$ cat src/hdl/lst_pkg.sv
// ---------------------------------------------------------------------------
// lst_pkg
// Shared types and constants for the locomotive state table.
// ---------------------------------------------------------------------------
package lst_pkg;

    typedef enum logic [1:0] {
        CMD_QUERY  = 2'd0,
        CMD_UPDATE = 2'd1,
        CMD_TICK   = 2'd2,
        CMD_NEXT   = 2'd3
    } t_cmd;

    localparam logic [1:0] ST_OK       = 2'd0;
    localparam logic [1:0] ST_NOTFOUND = 2'd1;
    localparam logic [1:0] ST_FULL     = 2'd2;
    localparam logic [1:0] ST_NOLIVE   = 2'd3;

    localparam logic [2:0] KIND_NONE  = 3'd0;
    localparam logic [2:0] KIND_DRIVE = 3'd1;

    localparam logic [3:0] OP_DRIVE = 4'h1;
    localparam logic [3:0] OP_FUNC  = 4'hF;

    localparam logic       REG_ENTRIES = 1'b0;
    localparam logic       REG_RELOAD  = 1'b1;

    typedef struct packed {
        logic [1:0]  command;
        logic [15:0] loco_address;
        logic [7:0]  op_byte;
        logic [7:0]  arg_byte;
    } t_in_item;

    typedef struct packed {
        logic [1:0]  status;
        logic [3:0]  slot;
        logic [15:0] out_address;
        logic [3:0]  out_flags;
        logic [7:0]  out_speed;
        logic [4:0]  func_byte0;
        logic [7:0]  func_byte1;
        logic [7:0]  func_byte2;
        logic [7:0]  func_byte3;
        logic [2:0]  send_kind;
        logic [4:0]  pending_groups;
    } t_out_item;

    typedef enum logic [2:0] {
        S_IDLE,
        S_SCAN,
        S_WRITE,
        S_TICK,
        S_NEXT,
        S_DONE
    } t_state;

    // Controller to datapath
    typedef struct packed {
        logic load;      // capture item, clear scan
        logic scan_step; // advance search index
        logic write;     // apply update to matching or free slot
        logic tick_step; // age one entry
        logic next_step; // advance round-robin probe
        logic emit;      // drive result strobe
    } t_ctrl;

    // Datapath to controller
    typedef struct packed {
        logic [1:0] cmd;
        logic       scan_last;
        logic       next_done;
    } t_stat;

    // Send kind for a function index
    function automatic logic [2:0] func_kind(input logic [5:0] idx);
        if (idx < 6'd5)       return 3'd2;
        else if (idx < 6'd9)  return 3'd3;
        else if (idx < 6'd13) return 3'd4;
        else if (idx < 6'd21) return 3'd5;
        else                  return 3'd6;
    endfunction

endpackage

$ cat src/hdl/lst_ctrl.sv
// ---------------------------------------------------------------------------
// lst_ctrl
// Command sequencer: scan, write, tick and round-robin steps.
// ---------------------------------------------------------------------------
module lst_ctrl (
    input  logic          i_clk,
    input  logic          i_rst_n,
    input  logic          i_start,
    input  lst_pkg::t_stat i_stat,
    output lst_pkg::t_ctrl o_ctrl,
    output logic          o_busy
);
    import lst_pkg::*;

    t_state r_state, n_state;

    // State register
    always_ff @(posedge i_clk) begin
        if (!i_rst_n) r_state <= S_IDLE;
        else          r_state <= n_state;
    end

    // Next state and commands
    always_comb begin
        n_state = r_state;
        o_ctrl  = '0;
        case (r_state)
            S_IDLE: begin
                if (i_start) begin
                    o_ctrl.load = 1'b1;
                    n_state     = S_SCAN;
                end
            end
            S_SCAN: begin
                case (i_stat.cmd)
                    CMD_TICK: n_state = S_TICK;
                    CMD_NEXT: n_state = S_NEXT;
                    default: begin
                        o_ctrl.scan_step = 1'b1;
                        // Query and update both finish in the write cycle
                        if (i_stat.scan_last) begin
                            n_state = S_WRITE;
                        end
                    end
                endcase
            end
            S_WRITE: begin
                o_ctrl.write = 1'b1;
                n_state      = S_DONE;
            end
            S_TICK: begin
                o_ctrl.tick_step = 1'b1;
                if (i_stat.scan_last) n_state = S_DONE;
            end
            S_NEXT: begin
                o_ctrl.next_step = 1'b1;
                if (i_stat.next_done) n_state = S_DONE;
            end
            S_DONE: begin
                o_ctrl.emit = 1'b1;
                n_state     = S_IDLE;
            end
            default: n_state = S_IDLE;
        endcase
    end

    assign o_busy = (r_state != S_IDLE);

endmodule

$ cat src/hdl/lst_datapath.sv
// ---------------------------------------------------------------------------
// lst_datapath
// Entry table, search and aging scan, round-robin pointer, result register.
// ---------------------------------------------------------------------------
module lst_datapath #(
    parameter int TABLE_DEPTH = 16
) (
    input  logic              i_clk,
    input  logic              i_rst_n,
    input  lst_pkg::t_ctrl    i_ctrl,
    input  lst_pkg::t_in_item i_item,
    input  logic [4:0]        i_entries,
    input  logic [7:0]        i_reload,
    output lst_pkg::t_stat    o_stat,
    output lst_pkg::t_out_item o_result
);
    import lst_pkg::*;

    localparam int IW = (TABLE_DEPTH > 1) ? $clog2(TABLE_DEPTH) : 1;
    localparam int CW = $clog2(TABLE_DEPTH + 1);

    // Entry storage; timer reset marks all entries free
    logic [15:0] r_addr  [TABLE_DEPTH];
    logic [3:0]  r_flags [TABLE_DEPTH];
    logic [7:0]  r_speed [TABLE_DEPTH];
    logic [31:0] r_func  [TABLE_DEPTH];
    logic [4:0]  r_pend  [TABLE_DEPTH];
    logic [7:0]  r_timer [TABLE_DEPTH];

    t_in_item    r_item;
    logic [CW-1:0] r_n;        // effective entry count
    logic [CW-1:0] r_idx;      // scan position
    logic [CW-1:0] r_steps;    // next probes done
    logic [IW-1:0] r_rr;
    logic [IW-1:0] r_pos;
    logic          r_hit;
    logic [IW-1:0] r_hit_idx;
    logic          r_free;
    logic [IW-1:0] r_free_idx;
    logic          r_found;
    t_out_item     r_result;

    logic [CW-1:0] n_eff;
    logic [IW-1:0] cur;
    logic [CW-1:0] pos_inc;
    logic [IW-1:0] pos_nxt;
    logic [IW-1:0] rep;
    logic [31:0]   fv;
    logic [5:0]    fidx;
    logic [31:0]   fmask;
    logic [31:0]   nf;
    logic [4:0]    np;
    logic          capture;
    t_out_item     n_result;

    assign n_eff   = (int'(i_entries) > TABLE_DEPTH) ? CW'(TABLE_DEPTH) : CW'(i_entries);
    assign cur     = r_idx[IW-1:0];
    assign pos_inc = CW'(r_pos) + CW'(1);
    assign pos_nxt = (pos_inc >= r_n) ? '0 : pos_inc[IW-1:0];
    assign fidx    = r_item.arg_byte[5:0];
    assign fmask   = (fidx[5]) ? 32'd0 : (32'd1 << fidx[4:0]);

    assign o_stat.cmd       = r_item.command;
    assign o_stat.scan_last = (r_idx + CW'(1) >= r_n) || (r_n == '0);
    assign o_stat.next_done = r_found || (r_steps >= r_n);

    // Sequencing registers
    always_ff @(posedge i_clk) begin
        if (!i_rst_n) begin
            r_rr    <= '0;
            r_found <= 1'b0;
        end else if (i_ctrl.load) begin
            r_item   <= i_item;
            r_n      <= n_eff;
            r_idx    <= '0;
            r_steps  <= '0;
            r_hit    <= 1'b0;
            r_free   <= 1'b0;
            r_found  <= 1'b0;
            r_pos    <= r_rr;
        end else begin
            // Search one entry per cycle
            if (i_ctrl.scan_step || i_ctrl.tick_step) r_idx <= r_idx + CW'(1);
            if (i_ctrl.scan_step && r_n != '0) begin
                if (!r_hit && r_timer[cur] != 8'd0 && r_addr[cur] == r_item.loco_address) begin
                    r_hit     <= 1'b1;
                    r_hit_idx <= cur;
                end
                if (!r_free && r_timer[cur] == 8'd0) begin
                    r_free     <= 1'b1;
                    r_free_idx <= cur;
                end
            end
            // Probe one position per cycle
            if (i_ctrl.next_step && !r_found && r_steps < r_n) begin
                r_steps <= r_steps + CW'(1);
                r_pos   <= pos_nxt;
                if (r_timer[pos_nxt] != 8'd0) begin
                    r_found <= 1'b1;
                    r_rr    <= pos_nxt;
                end
            end
        end
    end

    // Table writes: update, tick aging
    always_ff @(posedge i_clk) begin
        if (!i_rst_n) begin
            for (int k = 0; k < TABLE_DEPTH; k++) begin
                r_addr[k]  <= '0;
                r_flags[k] <= '0;
                r_speed[k] <= '0;
                r_func[k]  <= '0;
                r_pend[k]  <= '0;
                r_timer[k] <= '0;
            end
        end else begin
            if (i_ctrl.tick_step && r_n != '0 && r_timer[cur] != 8'd0)
                r_timer[cur] <= r_timer[cur] - 8'd1;
            if (i_ctrl.write && r_item.command == CMD_UPDATE && (r_hit || r_free)) begin
                r_timer[rep] <= i_reload;
                if (!r_hit) r_addr[rep] <= r_item.loco_address;
                if (r_item.op_byte[7:4] == OP_DRIVE) begin
                    r_flags[rep] <= r_item.op_byte[3:0];
                    r_speed[rep] <= r_item.arg_byte;
                end else if (r_item.op_byte[7:4] == OP_FUNC) begin
                    r_pend[rep] <= r_pend[rep] |
                                   (5'd1 << (func_kind(fidx) - 3'd2));
                    if (r_item.arg_byte[7])      r_func[rep] <= r_func[rep] ^ fmask;
                    else if (r_item.arg_byte[6]) r_func[rep] <= r_func[rep] | fmask;
                    else                         r_func[rep] <= r_func[rep] & ~fmask;
                end
            end
        end
    end

    // Entry whose fields are reported
    always_comb begin
        case (r_item.command)
            CMD_QUERY:  rep = r_hit_idx;
            CMD_UPDATE: rep = r_hit ? r_hit_idx : r_free_idx;
            default:    rep = r_rr;
        endcase
    end
    assign fv = r_func[rep];

    // Function bits and pending mask as they will be after a function update
    always_comb begin
        nf = fv;
        np = r_pend[rep];
        if (r_item.op_byte[7:4] == OP_FUNC) begin
            np = np | (5'd1 << (func_kind(fidx) - 3'd2));
            if (r_item.arg_byte[7])      nf = fv ^ fmask;
            else if (r_item.arg_byte[6]) nf = fv | fmask;
            else                         nf = fv & ~fmask;
        end
    end

    // Build the result for the current command
    always_comb begin
        n_result = '0;
        case (r_item.command)
            CMD_QUERY: begin
                if (r_hit) begin
                    n_result.slot           = 4'(rep);
                    n_result.out_address    = r_addr[rep];
                    n_result.out_flags      = r_flags[rep];
                    n_result.out_speed      = r_speed[rep];
                    n_result.func_byte0     = {fv[0], fv[4:1]};
                    n_result.func_byte1     = fv[12:5];
                    n_result.func_byte2     = fv[20:13];
                    n_result.func_byte3     = fv[28:21];
                    n_result.pending_groups = r_pend[rep];
                end else begin
                    n_result.status      = ST_NOTFOUND;
                    n_result.out_address = r_item.loco_address;
                    n_result.out_flags   = 4'h2;
                    n_result.out_speed   = 8'h80;
                end
            end
            CMD_UPDATE: begin
                n_result.out_address = r_item.loco_address;
                if (!(r_hit || r_free)) begin
                    n_result.status = ST_FULL;
                end else begin
                    // Report entry as it will be after the write
                    n_result.slot           = 4'(rep);
                    n_result.out_flags      = r_flags[rep];
                    n_result.out_speed      = r_speed[rep];
                    n_result.send_kind      = KIND_NONE;
                    if (r_item.op_byte[7:4] == OP_DRIVE) begin
                        n_result.out_flags = r_item.op_byte[3:0];
                        n_result.out_speed = r_item.arg_byte;
                        n_result.send_kind = KIND_DRIVE;
                    end else if (r_item.op_byte[7:4] == OP_FUNC) begin
                        n_result.send_kind = func_kind(fidx);
                    end
                    n_result.func_byte0     = {nf[0], nf[4:1]};
                    n_result.func_byte1     = nf[12:5];
                    n_result.func_byte2     = nf[20:13];
                    n_result.func_byte3     = nf[28:21];
                    n_result.pending_groups = np;
                end
            end
            CMD_NEXT: begin
                if (r_found) begin
                    n_result.slot           = 4'(rep);
                    n_result.out_address    = r_addr[rep];
                    n_result.out_flags      = r_flags[rep];
                    n_result.out_speed      = r_speed[rep];
                    n_result.func_byte0     = {fv[0], fv[4:1]};
                    n_result.func_byte1     = fv[12:5];
                    n_result.func_byte2     = fv[20:13];
                    n_result.func_byte3     = fv[28:21];
                    n_result.pending_groups = r_pend[rep];
                end else begin
                    n_result.status = ST_NOLIVE;
                    n_result.slot   = 4'(r_rr);
                end
            end
            default: ;
        endcase
    end

    // Result register, shown during the done cycle
    assign capture = i_ctrl.write ||
                     (i_ctrl.tick_step && o_stat.scan_last) ||
                     (i_ctrl.next_step && o_stat.next_done);

    always_ff @(posedge i_clk) begin
        if (capture) r_result <= n_result;
    end

    assign o_result = r_result;

endmodule

$ cat src/hdl/locomotive_state_table_top.sv
// Query and update scan the active entries, then pass a write step; tick ages
// them and next probes round-robin for a live entry. The scan visits one
// entry per cycle. A new item is taken only after the result of the last one.
// The result strobe is high for one cycle and the receiver cannot stall it.
// Synchronous active-low reset frees every entry and restores register defaults.
// ---------------------------------------------------------------------------
// locomotive_state_table_top
// Locomotive refresh table with query, update, tick and round-robin commands.
// ---------------------------------------------------------------------------
module locomotive_state_table_top #(
    parameter int TABLE_DEPTH = 16
) (
    input  logic               i_clk,
    input  logic               i_rst_n,
    input  logic               start,
    output logic               busy,
    input  lst_pkg::t_in_item  i_item,
    output logic               o_strobe,
    output lst_pkg::t_out_item o_result,
    input  logic               i_cfg_valid,
    output logic               o_cfg_ready,
    input  logic               i_cfg_index,
    input  logic [7:0]         i_cfg_data
);
    import lst_pkg::*;

    t_ctrl      ctrl;
    t_stat      stat;
    logic [4:0] r_entries;
    logic [7:0] r_reload;

    // Configuration registers
    assign o_cfg_ready = 1'b1;
    always_ff @(posedge i_clk) begin
        if (!i_rst_n) begin
            r_entries <= 5'd16;
            r_reload  <= 8'd20;
        end else if (i_cfg_valid) begin
            if (i_cfg_index == REG_ENTRIES) r_entries <= i_cfg_data[4:0];
            else                            r_reload  <= i_cfg_data;
        end
    end

    lst_ctrl u_ctrl (
        .i_clk   (i_clk),
        .i_rst_n (i_rst_n),
        .i_start (start),
        .i_stat  (stat),
        .o_ctrl  (ctrl),
        .o_busy  (busy)
    );

    lst_datapath #(.TABLE_DEPTH(TABLE_DEPTH)) u_dp (
        .i_clk     (i_clk),
        .i_rst_n   (i_rst_n),
        .i_ctrl    (ctrl),
        .i_item    (i_item),
        .i_entries (r_entries),
        .i_reload  (r_reload),
        .o_stat    (stat),
        .o_result  (o_result)
    );

    assign o_strobe = ctrl.emit;

endmodule

$ cat config.mk
export PLATFORM = sky130hd
export DESIGN_NAME = locomotive_state_table_top
export DESIGN_NICKNAME = d
export VERILOG_FILES = /design/src/hdl/lst_pkg.sv /design/src/hdl/lst_ctrl.sv /design/src/hdl/lst_datapath.sv /design/src/hdl/locomotive_state_table_top.sv
export SDC_FILE = /design/constraint.sdc
export NUM_CORES = 2
export LEC_CHECK = 0
export ABC_AREA = 0
export BUFFER_PORTS_ARGS = -buffer_cell sky130_fd_sc_hd__buf_4
export CAP_MARGIN = 20
export CORE_MARGIN = 2
export CORE_UTILIZATION = 40
export DETAILED_ROUTE_END_ITERATION = 16
export SYNTH_ARGS = -nofsm -noshare
export SYNTH_HDL_FRONTEND = slang
export SYNTH_HIERARCHICAL = 1
export SYNTH_SLANG_ARGS = --single-unit
export TNS_END_PERCENT = 1
$ cat constraint.sdc
create_clock -name i_clk -period 5.01 [get_ports i_clk]
set_input_delay 0.501 -clock i_clk [delete_from_list [all_inputs] [get_ports i_clk]]
set_output_delay 0.501 -clock i_clk [all_outputs]
set_load 0.01 [all_outputs]
==> results_dict.tcl <==
set metrics [dict create \
    synth-async-reset-ratio_pct 0 \
    synthAdderAreaFrac_pct 1.62 \
    cts_setup_buffers 0 \
    io_buffers 119 \
    fin_crit_sh_pct 87.5 \
    postSynthAreaPerCell_um2 13.3 \
    slew_headroom_pct 23.2 \
    nets 4948 \
    grt_max_degree 145 \
    place_area_mm2 0.0662 \
    worst_slew_pin_slew_ps 1150 \
    yosysMostFrequentCell "edfxtp_1" \
    drtIter0Drc 4911 \
    p_leak_nw 26.1 \
    synthMuxAreaShare_pct 13.6 \
    viasPerCell 5.98 \
    fin_area_mm2 0.0716 \
    ant_nets 0 \
    maxSlewViolCount 0 \
    hpwl_mm 121 \
    path_class "reg -> reg" \
    ys_seq_area_share_pct 61.0 \
    drive_gt1_share_pct 19.9 \
    firstDrtPassIters 8 \
    p_per_area_mw_per_mm2 377 \
    cts_tree "yes" \
    synth.area.top_cells "edfxtp_1, mux4_2, nor2_1" \
    synth_top_family_by_area "multiplexers" \
    cts_root_buffer "clkbuf_16" \
    coreArea_mm2 0.156 \
    grt_pass1_wl_mm 288 \
    cp-start-kind "register" \
    synth_edf_count 1254 \
    skew_ps 78.6 \
    yosys.area_share.simple_pct 13.4 \
    r2r_slack_ps 630 \
    clk_pin_slew_ps 60 \
    cp_max_fo 24 \
    synthTopCellsByCount "edfxtp_1, nor2_1, nand2_1" \
    vias 41800 \
    num_rows 145 \
    rsz0062_at_grt "no" \
    hold_viol 0 \
    critPathArrivalTime_ps 4900 \
    timing.setup.tns_ps 0 \
    synthesis.nets 4846 \
    yosysTopAreaCell "edfxtp_1" \
    nFillCells 13700 \
    fmax_ghz 0.228 \
    synth-xor-area-share_pct 0.560 \
    dieHeight_um 400 \
    place_congestion 0.886 \
    synth_cell_types 75 \
    clkLatencyLatePin_ps 820 \
    cts.sinks 1279 \
    track_usage_pct 24.8 \
    drcViolationCount 0 \
    critPathCaptureType "register" \
    numCtsBuffers 142 \
    synthCells 4718 \
    diodes 0 \
    status "complete, no violations" \
    required_ps 5530 \
    clockBufferDepth 3 \
    area_growth_pct 14.5 \
    io_pins 121 \
    yosysTopAreaCellShare_pct 60.2 \
    finalCriticalPeriod_ps 4380 \
    antenna_found_initial 7 \
    syn-cell-area_mm2 0.0626 \
    start_util_pct 40.2 \
    fp.dieArea_mm2 0.160 \
    htreeDepth 4 \
    ys_warn_count 6 \
    irDropWorstVdd_mv 0.408 \
    postLayoutCoreUtil_pct 46.0 \
    die_w_um 400 \
    detail_route.wl_per_cell_um 28.5 \
    setup_viol 0 \
    grt_pass1_vias 41600 \
    overflow 0 \
    synth_seq_cells 1279 \
    maxCapViolCount 0 \
    hp-class "in -> reg" \
    synthFlopType "edfxtp_1" \
    totalWireLength_mm 199 \
    synth_compound_area_share_pct 6.45 \
]
[per-layer routing]
metal  GRT usage, %  vias up  share of wire (%)
met3           4.66      435                9.2
met1           32.3    21300                 38
met5              0        -             0.0065
met2           40.6     2228                 48
met4           10.5        2                4.4
li1               -    17900                  -
[repair_timing]
action,in CTS,in global routing
hold endpoints to repair,45,0
hold buffers,48,0
resized for setup,0,0
[power breakdown]
| group | total [mW] | switching, mW | internal, mW |
|---|---|---|---|
| Clock | 10.7 | 4.63 | 6.10 |
| Combinational | 3.79 | 2.35 | 1.44 |
| Sequential | 12.5 | 0.352 | 12.2 |
[cells in the final DEF, fill, tap and decap left out, types with 33 or more instances in the layout]
cell type      instances
ha_1                  81
edfxtp_1            1254
a22oi_1               76
a22o_1                56
and2_1               268
nand2b_1              33
o21ai_0              115
clkbuf_16            142
nand2_1              381
nor2_1               666
mux2i_1              121
o21ai_1               53
buf_4                319
inv_1                 53
o31ai_1               53
nand3_1               45
dlygate4sd3_1         48
mux4_2               321
a21oi_1              137
and3_1               199
[logic make-up after synthesis]
group / Yosys count
buffers and inverters: 483
adder cells (fa/ha/maj): 81
AND/OR/NAND/NOR: 1772
flip-flops: 1279
AO/OA/AOI/OAI: 615
XOR/XNOR: 40
other: 1
multiplexers: 447
[worst max-delay path: stages (launching register included)]
cell      delay [ps]
edfxtp_1         580
and3b_1          240
a211o_4          290
and2_4           410
buf_4            490
buf_4            470
mux4_2           550
a22oi_1          290
nand2_1          170
a31oi_4          480
nor2_1           100
[path summary, 6_finish.rpt]
kind / depth (start not counted) / to / startpoint
setup / recovery: 10 / u_dp/r_pend[13][2] / u_dp/o_stat[2]
hold / removal: 3 / r_entries[1] / i_cfg_data[1]
setup reg to reg: 10 / u_dp/r_pend[13][2] / u_dp/o_stat[2]
hold reg to reg: 2 / r_entries[2] / r_entries[2]
[flip-flops by register name (all words and copies together), names as in the netlist, 8 cells and up, named ones only]
signal / cells
u_dp/r_pend: 80
u_dp/r_func: 464
u_dp/o_result: 71
r_reload: 8
u_dp/r_item: 26
u_dp/r_addr: 256
u_dp/r_flags: 64
u_dp/r_timer: 128
u_dp/r_speed: 128
[layout make-up]
class / instances / area, µm² / area share, %
flip-flops and latches: 1279 / 38200 / 53.3
inverters: 54 / 203 / 0.283
clock inverters: 96 / 1180 / 1.65
repair buffers: 387 / 3280 / 4.58
well taps: 2058 / 2570 / 3.59
clock buffers: 165 / 3640 / 5.08
multi-input cells: 2956 / 22600 / 31.5
[per-stage QoR]
stage	total power [mW]	hold slack (ps)	cells	setup slack, ps
3_3_place_gp	16.4	447	6674	697
4_1_cts	27.2	13.9	6984	571
2_1_floorplan	15.0	427	4718	1320
3_5_place_dp	16.4	450	6675	567
5_1_grt	27.9	47.2	6995	349
6_report	27.0	37.5	6995	629
Power figures use the tool's default switching activity.
